File: config.mk
export PLATFORM = sky130hd
export DESIGN_NAME = ggnh_out_q
export DESIGN_NICKNAME = d
export VERILOG_FILES = /design/src/sv/ggnh_pkg.sv /design/src/sv/ggnh_out_q.sv
export SDC_FILE = /design/constraint.sdc
export NUM_CORES = 1
export LEC_CHECK = 0
export BUFFER_PORTS_ARGS = -buffer_cell sky130_fd_sc_hd__buf_4
export CAP_MARGIN = 10
export CORE_MARGIN = 10
export CORE_UTILIZATION = 52
export CTS_CLUSTER_SIZE = 20
export DETAILED_ROUTE_END_ITERATION = 16
export GPL_TIMING_DRIVEN = 0
export HOLD_SLACK_MARGIN = 0.03
export PLACE_DENSITY_LB_ADDON = 0.05
export SETUP_SLACK_MARGIN = 0.05
export SYNTH_ARGS = -nofsm -noshare
export SYNTH_HDL_FRONTEND = slang
export SYNTH_SLANG_ARGS = --single-unit
File: constraint.sdc
create_clock -name clk -period 2.8 [get_ports clk]
set_input_delay 0.28 -clock clk [delete_from_list [all_inputs] [get_ports clk]]
set_output_delay 0.28 -clock clk [all_outputs]
set_load 0.03 [all_outputs]
File: src/sv/ggnh_pkg.sv
// Package for the geographic next-hop engine: codes, reset values, shared types.
// No dependencies.
`default_nettype none
package ggnh_pkg;
    localparam int TABLE_DEPTH_DEF = 16;
    localparam int ID_WIDTH_DEF    = 16;
    localparam logic [7:0]  RESET_MAX_HOPS = 8'd32;
    localparam logic [63:0] RESET_EXPIRY   = 64'd2500000000;

    localparam logic [1:0] KIND_HELLO = 2'd0;
    localparam logic [1:0] KIND_DATA  = 2'd1;
    localparam logic [1:0] KIND_ORIG  = 2'd2;
    localparam logic [1:0] KIND_TICK  = 2'd3;

    localparam logic [2:0] ACT_CONSUMED = 3'd0;
    localparam logic [2:0] ACT_TX       = 3'd1;
    localparam logic [2:0] ACT_DELIVER  = 3'd2;
    localparam logic [2:0] ACT_NO_ROUTE = 3'd3;
    localparam logic [2:0] ACT_HOP_LIM  = 3'd4;
    localparam logic [2:0] ACT_HELLO    = 3'd5;

    localparam logic [2:0] REG_SELF_ID = 3'd0;
    localparam logic [2:0] REG_SELF_X  = 3'd1;
    localparam logic [2:0] REG_SELF_Y  = 3'd2;
    localparam logic [2:0] REG_SELF_Z  = 3'd3;
    localparam logic [2:0] REG_MAX_HOP = 3'd4;
    localparam logic [2:0] REG_EXPIRY  = 3'd5;

    localparam int FIFO_DEPTH = 2;

    typedef struct packed {
        logic [2:0]  action;
        logic [15:0] next_hop_id;
        logic [7:0]  hop_out;
        logic [8:0]  hops_taken;
    } result_t;
endpackage
`default_nettype wire

File: src/sv/ggnh_out_q.sv
// Result queue: small FIFO that merges the front and back result paths.
// Depends on ggnh_pkg.
`default_nettype none
module ggnh_out_q (
    input  wire logic              clk,
    input  wire logic              rst_n,
    input  wire logic              in_valid,
    input  wire ggnh_pkg::result_t in_res,
    output logic                   in_ready,
    output logic                   empty,
    output ggnh_pkg::result_t      out_res,
    input  wire logic              pop
);
    import ggnh_pkg::*;
    result_t mem_reg [FIFO_DEPTH];
    logic rd_reg, wr_reg;
    logic [1:0] cnt_reg;
    logic do_w, do_r;
    assign in_ready = cnt_reg != 2'(FIFO_DEPTH);
    assign empty = cnt_reg == 2'd0;
    assign out_res = mem_reg[rd_reg];
    assign do_w = in_valid && in_ready;
    assign do_r = pop && !empty;
    always_ff @(posedge clk or negedge rst_n)
    begin
        if (!rst_n)
        begin
            rd_reg <= 1'b0; wr_reg <= 1'b0; cnt_reg <= '0;
        end
        else
        begin
            if (do_w) wr_reg <= ~wr_reg;
            if (do_r) rd_reg <= ~rd_reg;
            cnt_reg <= cnt_reg + 2'(do_w) - 2'(do_r);
        end
    end
    always_ff @(posedge clk)
    begin
        if (do_w) mem_reg[wr_reg] <= in_res;
    end
endmodule
`default_nettype wire

==> flow_summary.ini <==
[pwr]
internal_power_mw = 2.83
power_density_nw_per_um2 = 1120
power.total_mw = 4.32
clkPwrFrac_pct = 17.8
worst_ir_drop_vdd_mv = 0.800
p_switching_mw = 1.48
p_sw_share_pct = 34.4
p_seq_share_pct = 37.9
power.leakage_nw = 1.54
pwr-share-comb_pct = 44.3

[worst_setup_path]
slowest_delay_ns = 0.37
rrSetupSlack_ns = 1.10
critical_path.startpoint = rd_reg
worstSetupPathType = register to output pin
cp_slowest_cell = dfrtp_1
timing.rr.start = cnt_reg[1]
critical_path.startpoint_type = register
cp_cell_sequence = buf_6 -> buf_12 -> mux2_4 -> buf_4
r2r_cells = 2
worstPathRequired_ns = 2.52
worst-path-max-fanout = 10
end_kind = output pin
arrival_ns = 1.49
worstSetupEndpoint = out_res[8]
reg2reg_to = mem_reg[1][20]

[placed_design]
numPortBuffers = 77
place_congestion = 0.750
dp_cells = 279
place_area_um2 = 3650
dp_hpwl_um = 3710

[grt]
grt_pass1_wl_um = 7820
track_usage_pct = 11.7
met2_usage_pct = 20.5
gr-usage-met1_pct = 10.8
grtUsageMet3_pct = 5.81
grt_max_degree = 37
grt-ovfl-total = 0
busiest_layer = met2
grt_pass1_vias = 1578
antenna_found_initial = 0

[final_layout]
drive_gt1_share_pct = 60.5
multi_input_area_um2 = 616
final_cells = 295
final_area_um2 = 3840
num-nets-final = 261
fillCellCount = 362
layout_common_cells = buf_4 (77), edfxtp_1 (72), mux2_4 (29)
areaGrowthSynthToFinish_pct = 30.4
ff_latch_area_um2 = 2260
antenna_cells = 0
largest_reg_flops = 72
final_common_cell = buf_4

[route]
viasPerCell = 4.85
drc = 0
drt-total-wl_um = 5230
wl_per_cell_um = 17.7
firstDrtPassIters = 4
drt_iter0_markers = 51
vias = 1432
drt.antenna.violating_nets = 0

[clock_network]
cts_tree = built
cts_num_sinks = 76
clockRootBuffer = clkbuf_8
clk_pin_slew_ns = 0.08
cts_setup_buffers = 0
cts_resized = 0
cts_made_buffers = 9
htreeDepth = 3
cts_max_path_buffers = 2
cts_hold_buf = 1
worstSkewPairLatency_ns = 0.34

[floorplanning]
die_w_um = 95.2
core-area_um2 = 5510
fp.dieH_um = 95.2
die-area_um2 = 9070
start_util_pct = 53.5
io-pin-count = 78
rows = 27

[sta]
hold_viol_final = 0
worst_pin_slew_ns = 0.857
worst_clock_skew_ns = 0.00591
finalSetupViolCount = 0
period_needed_ns = 1.77
relSlewSlack_pct = 42.9
finalCritPeriodShare_pct = 63.3
rsz0062_at_grt = false
timing.fmax_mhz = 564
finalSetupTns_ns = 0
maxSlewViolCount = 0

[yosys]
yosysSeqAreaShare_pct = 76.8
yosysWarnings = 0
postSynthAreaPerCell_um2 = 22.8
synthDistinctLibCells = 15
synth_nets = 171
ys_seq_elements = 76
syn_inst = 129
synth_area_um2 = 2940

[run_status]
run_status = finished clean

[hold_path]
hold_path_class = input pin to register

[job]
max_cap_viol_count = 0
per-stage QoR:
step / worst slack, ns / utilization (%) / hold slack [ns]
3_3_place_gp: 0.438 / 65.6 / 0.0755
2_1_floorplan: 0.589 / - / -0.0156
4_1_cts: 1.01 / 69.7 / 0.106
6_report: 1.03 / 69.7 / 0.120
3_5_place_dp: 1.07 / 66.3 / 0.0778
5_1_grt: 0.955 / 69.7 / 0.106
Yosys cell counts, drive strengths merged:
cell	instances	area share, %
ha	2	0.85
xnor2	3	0.89
nor2	2	0.26
buf	4	2.4
mux2	36	17
nand2b	1	0.21
edfxtp	72	73
xor2	1	0.30
nor2b	1	0.30
dfrtp	4	3.4
inv	1	0.13
and3	1	0.21
nand2	1	0.13
critical path: cells and delay by family, from the launching register on:
kind	cells	cell delay, ns
buffers and inverters	3	0.48
flip-flops	1	0.37
multiplexers	1	0.30
how the worst min path moves through the flow:
stage / from / to / slack, ns / depth (start not counted)
after floorplan: rst_n / cnt_reg[0] / -0.02 / 0
after global placement: rst_n / cnt_reg[1] / 0.08 / 1
after detailed placement: rst_n / wr_reg / 0.08 / 1
after CTS: in_res[8] / mem_reg[1][8] / 0.11 / 1
after global routing: in_res[11] / mem_reg[1][11] / 0.11 / 1
final: in_res[8] / mem_reg[1][8] / 0.12 / 1
power by group through the flow:
stage	combinational, mW	sequential [mW]	clock [mW]
after floorplan	1.35	1.64	0
after global placement	1.87	1.65	0
after detailed placement	1.95	1.67	0
after CTS	1.95	1.64	0.784
after global routing	2.03	1.66	0.825
final	1.91	1.64	0.770
cells by family after synthesis:
kind of cell / Yosys count / share of synthesized area, %
adders and majority gates: 2 / 0.850
muxes: 36 / 17.5
xor gates and xnor gates: 4 / 1.19
buffers and inverters: 5 / 2.55
and+or+nand+nor: 6 / 1.11
DFF: 76 / 76.8
routing by layer:
layer	wire length (µm)	up-vias	share of wire [%]
li1	-	678	-
met1	1850	694	35
met2	2770	50	53
met3	514	10	9.8
met4	91	0	1.7
met5	0	-	0
area by class of cell:
| class | instances | area share, % |
|---|---|---|
| clock inverters | 6 | 1.47 |
| inverters | 1 | 0.0978 |
| clock buffers | 9 | 3.23 |
| repair buffers | 79 | 16.0 |
| multi-input cells | 48 | 16.0 |
| well taps | 72 | 2.35 |
| plain buffers | 4 | 1.86 |
| flip-flops and latches | 76 | 58.9 |
Power figures use the tool's default switching activity.
