<file path="config.mk">
export PLATFORM = sky130hd
export DESIGN_NAME = ggnh_front
export DESIGN_NICKNAME = d
export VERILOG_FILES = /design/src/sv/ggnh_pkg.sv /design/src/sv/ggnh_front.sv
export SDC_FILE = /design/constraint.sdc
export NUM_CORES = 1
export LEC_CHECK = 0
export BUFFER_PORTS_ARGS = -buffer_cell sky130_fd_sc_hd__buf_4
export CORE_AREA = 2 2 175 177
export CTS_CLUSTER_SIZE = 40
export DETAILED_ROUTE_END_ITERATION = 8
export DIE_AREA = 0 0 177 179
export MAX_ROUTING_LAYER = met4
export PLACE_DENSITY = 0.5
export SKIP_LAST_GASP = 1
export SYNTH_ARGS = -nofsm -noshare
export SYNTH_HDL_FRONTEND = slang
export SYNTH_SLANG_ARGS = --single-unit
</file>
<file path="constraint.sdc">
create_clock -name clk -period 19.01 [get_ports clk]
set_input_delay 2.8515 -clock clk [delete_from_list [all_inputs] [get_ports clk]]
set_output_delay 2.8515 -clock clk [all_outputs]
set_load 0.005 [all_outputs]
</file>
<file path="src/sv/ggnh_pkg.sv">
// Package for the geographic next-hop engine: codes, reset values, shared types.
// No dependencies.
`default_nettype none
package ggnh_pkg;
    localparam int TABLE_DEPTH_DEF = 16;
    localparam int ID_WIDTH_DEF    = 16;
    localparam logic [7:0]  RESET_MAX_HOPS = 8'd32;
    localparam logic [63:0] RESET_EXPIRY   = 64'd2500000000;

    localparam logic [1:0] KIND_HELLO = 2'd0;
    localparam logic [1:0] KIND_DATA  = 2'd1;
    localparam logic [1:0] KIND_ORIG  = 2'd2;
    localparam logic [1:0] KIND_TICK  = 2'd3;

    localparam logic [2:0] ACT_CONSUMED = 3'd0;
    localparam logic [2:0] ACT_TX       = 3'd1;
    localparam logic [2:0] ACT_DELIVER  = 3'd2;
    localparam logic [2:0] ACT_NO_ROUTE = 3'd3;
    localparam logic [2:0] ACT_HOP_LIM  = 3'd4;
    localparam logic [2:0] ACT_HELLO    = 3'd5;

    localparam logic [2:0] REG_SELF_ID = 3'd0;
    localparam logic [2:0] REG_SELF_X  = 3'd1;
    localparam logic [2:0] REG_SELF_Y  = 3'd2;
    localparam logic [2:0] REG_SELF_Z  = 3'd3;
    localparam logic [2:0] REG_MAX_HOP = 3'd4;
    localparam logic [2:0] REG_EXPIRY  = 3'd5;

    localparam int FIFO_DEPTH = 2;

    typedef struct packed {
        logic [2:0]  action;
        logic [15:0] next_hop_id;
        logic [7:0]  hop_out;
        logic [8:0]  hops_taken;
    } result_t;
endpackage
`default_nettype wire

</file>
<file path="src/sv/ggnh_front.sv">
// Front end: input queue slot, classifies items into delivery, broadcast
// origination, or table work. Depends on ggnh_pkg.
`default_nettype none
module ggnh_front #(
    parameter int ID_WIDTH = 16
) (
    input  wire logic                clk,
    input  wire logic                rst_n,
    input  wire logic                push,
    output logic                     full,
    input  wire logic [1:0]          kind,
    input  wire logic [63:0]         now,
    input  wire logic [ID_WIDTH-1:0] peer_id,
    input  wire logic [ID_WIDTH-1:0] dst_id,
    input  wire logic signed [31:0]  pos_x,
    input  wire logic signed [31:0]  pos_y,
    input  wire logic signed [31:0]  pos_z,
    input  wire logic [7:0]          hop_count,
    input  wire logic [ID_WIDTH-1:0] self_id,
    input  wire logic [7:0]          max_hops,
    // direct result path
    output logic                     dr_valid,
    output ggnh_pkg::result_t        dr_res,
    input  wire logic                dr_ready,
    // table-work path
    output logic                     tw_valid,
    output logic [1:0]               tw_kind,
    output logic [63:0]              tw_now,
    output logic [ID_WIDTH-1:0]      tw_id,
    output logic signed [31:0]       tw_x,
    output logic signed [31:0]       tw_y,
    output logic signed [31:0]       tw_z,
    output logic [7:0]               tw_hops,
    input  wire logic                tw_ready
);
    import ggnh_pkg::*;
    localparam logic [ID_WIDTH-1:0] BCAST = {ID_WIDTH{1'b1}};

    logic        v_reg;
    logic [1:0]  k_reg;
    logic [63:0] n_reg;
    logic [ID_WIDTH-1:0] p_reg, d_reg;
    logic signed [31:0] x_reg, y_reg, z_reg;
    logic [7:0]  h_reg;
    logic        direct;
    logic [9:0]  taken;

    always_comb
    begin
        direct = ((k_reg == KIND_DATA) && (d_reg == BCAST || d_reg == self_id))
              || ((k_reg == KIND_ORIG) && (d_reg == BCAST));
        taken  = {2'b0, max_hops} - {2'b0, h_reg} + 10'd1;
        dr_res = '0;
        if (k_reg == KIND_DATA)
        begin
            dr_res.action     = ACT_DELIVER;
            dr_res.hops_taken = taken[9] ? 9'd0 : taken[8:0];
        end
        else
        begin
            dr_res.action      = ACT_TX;
            dr_res.next_hop_id = 16'(BCAST);
            dr_res.hop_out     = max_hops;
        end
    end

    assign dr_valid = v_reg && direct;
    assign tw_valid = v_reg && !direct;
    assign tw_kind  = k_reg;
    assign tw_now   = n_reg;
    assign tw_id    = (k_reg == KIND_HELLO) ? p_reg : d_reg;
    assign tw_x = x_reg;
    assign tw_y = y_reg;
    assign tw_z = z_reg;
    assign tw_hops = h_reg;
    assign full = v_reg && !(direct ? dr_ready : tw_ready);

    always_ff @(posedge clk or negedge rst_n)
    begin
        if (!rst_n)
            v_reg <= 1'b0;
        else if (!full)
            v_reg <= push;
    end

    always_ff @(posedge clk)
    begin
        if (push && !full)
        begin
            k_reg <= kind; n_reg <= now; p_reg <= peer_id; d_reg <= dst_id;
            x_reg <= pos_x; y_reg <= pos_y; z_reg <= pos_z; h_reg <= hop_count;
        end
    end
endmodule
`default_nettype wire

</file>
==> metrics.md <==
| Metric | Value |
|---|---|
| Fmax achieved | `between 100 and 150 MHz` |
| WHS | `about 600 ps` |
| Cts repair resizes | `0` |
| Clk Latency, worst-skew pair | `approximately 540 ps` |
| CTS root buf | `clkbuf_16` |
| Tightest Hold Check Type | `reg -> reg` |
| Worst-Margin Slew | `roughly 1000 ps` |
| Design area | `around 12000 um^2` |
| Max reg flops | `64` |
| I/O pin total | `456` |
| Syn-to-layout area delta | `62.2%` |
| CTS H-tree lvls | `1` |
| Seq/Total Area, Yosys | `0.818` |
| Final slew viol count | `0` |
| HPWL Detailed | `17.9 mm` |
| TNS Setup | `0 ps` |
| Worst vdd rail ir drop | `76.0 uV` |
| Vias per cell | `around 4` |
| Seq cells post-synth | `approximately 200` |
| Setup Buffers After CTS | `0` |
| CTS tree | `built` |
| Slowest cell on crit path | `a311oi_4` |
| Cells after Synth | `roughly 370` |
| Crit Reg-Reg Endpoint | `tw_x[3]` |
| Top cells by area, synth | `edfxtp_1 81%, mux2_2 2.4%, xnor2_1 2.2%` |
| CP required | `between 15000 and 20000 ps` |
| Worst path arrival time | `between 5000 and 6000 ps` |
| Critical Path Start | `max_hops[0]` |
| RSZ-0062 raised after global routing | `false` |
| Critical setup path kind | `in -> out` |
| Cell row count | `between 60 and 70` |
| Placer Congestion | `~0.8` |
| Placed cell areas | `roughly 11000 um^2` |
| First-pass GRT wire length | `31.5 mm` |
| Nets | `between 1000 and 1500` |
| Via count | `between 5000 and 6000` |
| Most instantiated library cell after synthesis | `edfxtp_1` |
| Pre-antenna DRT Iters | `4` |
| Largest delay contributor family on the critical path | `simple AND/OR/NAND/NOR gates` |
| Final setup viols | `0` |
| Routed Antenna Nets | `0` |
| Post-synth top cells | `202 x edfxtp_1, 19 x xnor2_1, 17 x buf_4` |
| Number of global-route vias before repair | `5190` |
| Crit end category | `output port` |
| Yosys top cell by area | `edfxtp_1` |
| CP peak stage delay | `around 480 ps` |
| Fin cells | `about 1300` |
| Top-area cell type share of the netlist area | `0.815` |
| Average size of a mapped cell | `~20 um^2` |
| Reg-to-Reg Start | `tw_kind[1]` |
| Share of cells above drive strength 1 | `0.612` |
| Hold depth | `1` |
| Dpl cells | `~1200` |
| R2r worst-path depth | `7` |
| EDFF count, synth | `202` |
| Max Root-Sink Buffers | `3` |
| Initial antenna violation count | `1` |
| Total gr overflow | `0` |
| Final worst-path cycle share | `0.425` |
| PwrDens | `roughly 95 nW/um^2` |
| Asr flop ratio synth | `0.00493` |
| Core footprint | `around 30000 um^2` |
| Largest net degree at the start of global routing | `80` |
| Dominant synthesized flop cell | `edfxtp_1` |
| Die area | `around 32000 um^2` |
| TritonCTS buffer count | `26` |
| Clock-pin slew on the worst setup and hold paths | `50 ps` |
| Drt wl/cell | `18.3 um` |
| Synthesized area | `7450 um^2` |
| Die width | `around 180 um` |
| Syn_nets | `just over 600` |
| Clk_skew | `just under 30 ps` |
| YS warnings | `0` |
| Setup crit start kind | `input pin` |
| DRC Markers | `0` |
| CP Buf/Inv Count | `4` |
| Number of DRC markers in iteration 0 | `around 210` |
| CP Cell Sequence | `buf_4, inv_1, ha_1, inv_1, fa_1, a21oi_1, nor2_1, nor4_1, nor4_4, a311oi_4, nor3_1, buf_4` |
| I/O Buffers | `454` |
| Maxcap violations | `0` |
| Aggregate routed wire length | `about 23 mm` |
| Fin crit period | `around 8100 ps` |
| Post-synthesis cell type count | `between 50 and 60` |
| Status | `completed` |
| Starting Density | `0.248` |
| Pleak | `roughly 5 nW` |
| Clock sinks | `roughly 200` |
| Die height | `roughly 180 um` |
| Final hold vios | `0` |
| Cts hold-fix bufs | `0` |
| Hold path start | `v_reg` |
| Crit Path Max Fanout | `7` |
| Slew Limit Headroom | `0.310` |
| Hold Path Sink | `v_reg` |
| Register-to-register setup slack | `14860 ps` |
| Total GRT Usage | `0.139` |
==> report_power, final <==
part | switching [mW] | total [mW] | internal [mW]
sequential | 0.00879 | 0.532 | 0.523
clock | 0.190 | 0.479 | 0.289
combinational | 0.0550 | 0.132 | 0.0765
==> per-layer routing <==
layer  global-route usage  vias to the layer above  part of all wire
li1                     -                     2366                 -
met1                0.152                     2409              0.36
met2                0.241                      264              0.52
met3               0.0505                       30             0.099
met4               0.0300                        0             0.018
met5                    -                        -                 0
==> how the worst max path moves through the flow <==
stage / to / slack [ps] / cells past startpoint
2_1_floorplan: d_reg[0] / 5030 / 6
3_3_place_gp: dr_res[2] / 10950 / 12
3_5_place_dp: dr_res[2] / 10930 / 12
4_1_cts: dr_res[3] / 10910 / 12
5_1_grt: dr_res[6] / 10640 / 12
6_report: dr_res[3] / 10940 / 12
==> cells by family (layout without fill, tap and decap cells) <==
family                   count (synthesis)  count (layout)  synth area share
AO/OA/AOI/OAI                           29              29            0.0358
XOR/XNOR                                24              24            0.0282
adder cells (fa/ha/maj)                 11              11            0.0195
buffers and inverters                   35             516            0.0282
flip-flops                             203             203             0.818
multiplexers                            17              17            0.0255
other                                    1               2          0.000504
AND/OR/NAND/NOR                         52              52            0.0442
==> worst reg2reg max path: cells and delay by family (launching register included) <==
kind	cells	cell delay (ps)
buffers and inverters	3	1810
AND/OR/NAND/NOR	1	810
AO/OA/AOI/OAI	2	510
flip-flops	1	400
multiplexers	1	200
==> cells in the final DEF (no fill, tap or decap), drive strengths merged, types with 2 or more instances in the layout <==
cell type and instances:
a32o 2, clkbuf 26, clkinvlp 3, inv 14, or2 2, clkinv 12, xor2 5, nor2 8
o21ai 3, nor3 4, a21o 3, nor3b 2, and2 10, edfxtp 202, bufinv 3, nor4 6
nand3 3, and3 2, a21oi 4, ha 10, or3 2, buf 458, nand4 8, mux2 16
xnor2 19, o211ai 3
==> cell type report <==
cell class | count | area, um^2
Fill cell | 2851 | 18000
Sequential cell | 203 | 6090
Timing Repair Buffer | 458 | 3440
Multi-Input combinational cell | 134 | 1160
Clock buffer | 26 | 651
Tap cell | 396 | 495
Clock inverter | 18 | 191
Inverter | 14 | 52.6
Antenna cell | 1 | 2.50
==> per-stage QoR <==
| step | util | setup WS (ps) | power (mW) |
|---|---|---|---|
| 2_1_floorplan | - | 5030 | 0.595 |
| 3_3_place_gp | 0.374 | 10950 | 0.674 |
| 3_5_place_dp | 0.374 | 10930 | 0.675 |
| 4_1_cts | 0.402 | 10910 | 1.16 |
| 5_1_grt | 0.402 | 10640 | 1.19 |
| 6_report | 0.402 | 10940 | 1.14 |
(Power assumes the default switching activity.)
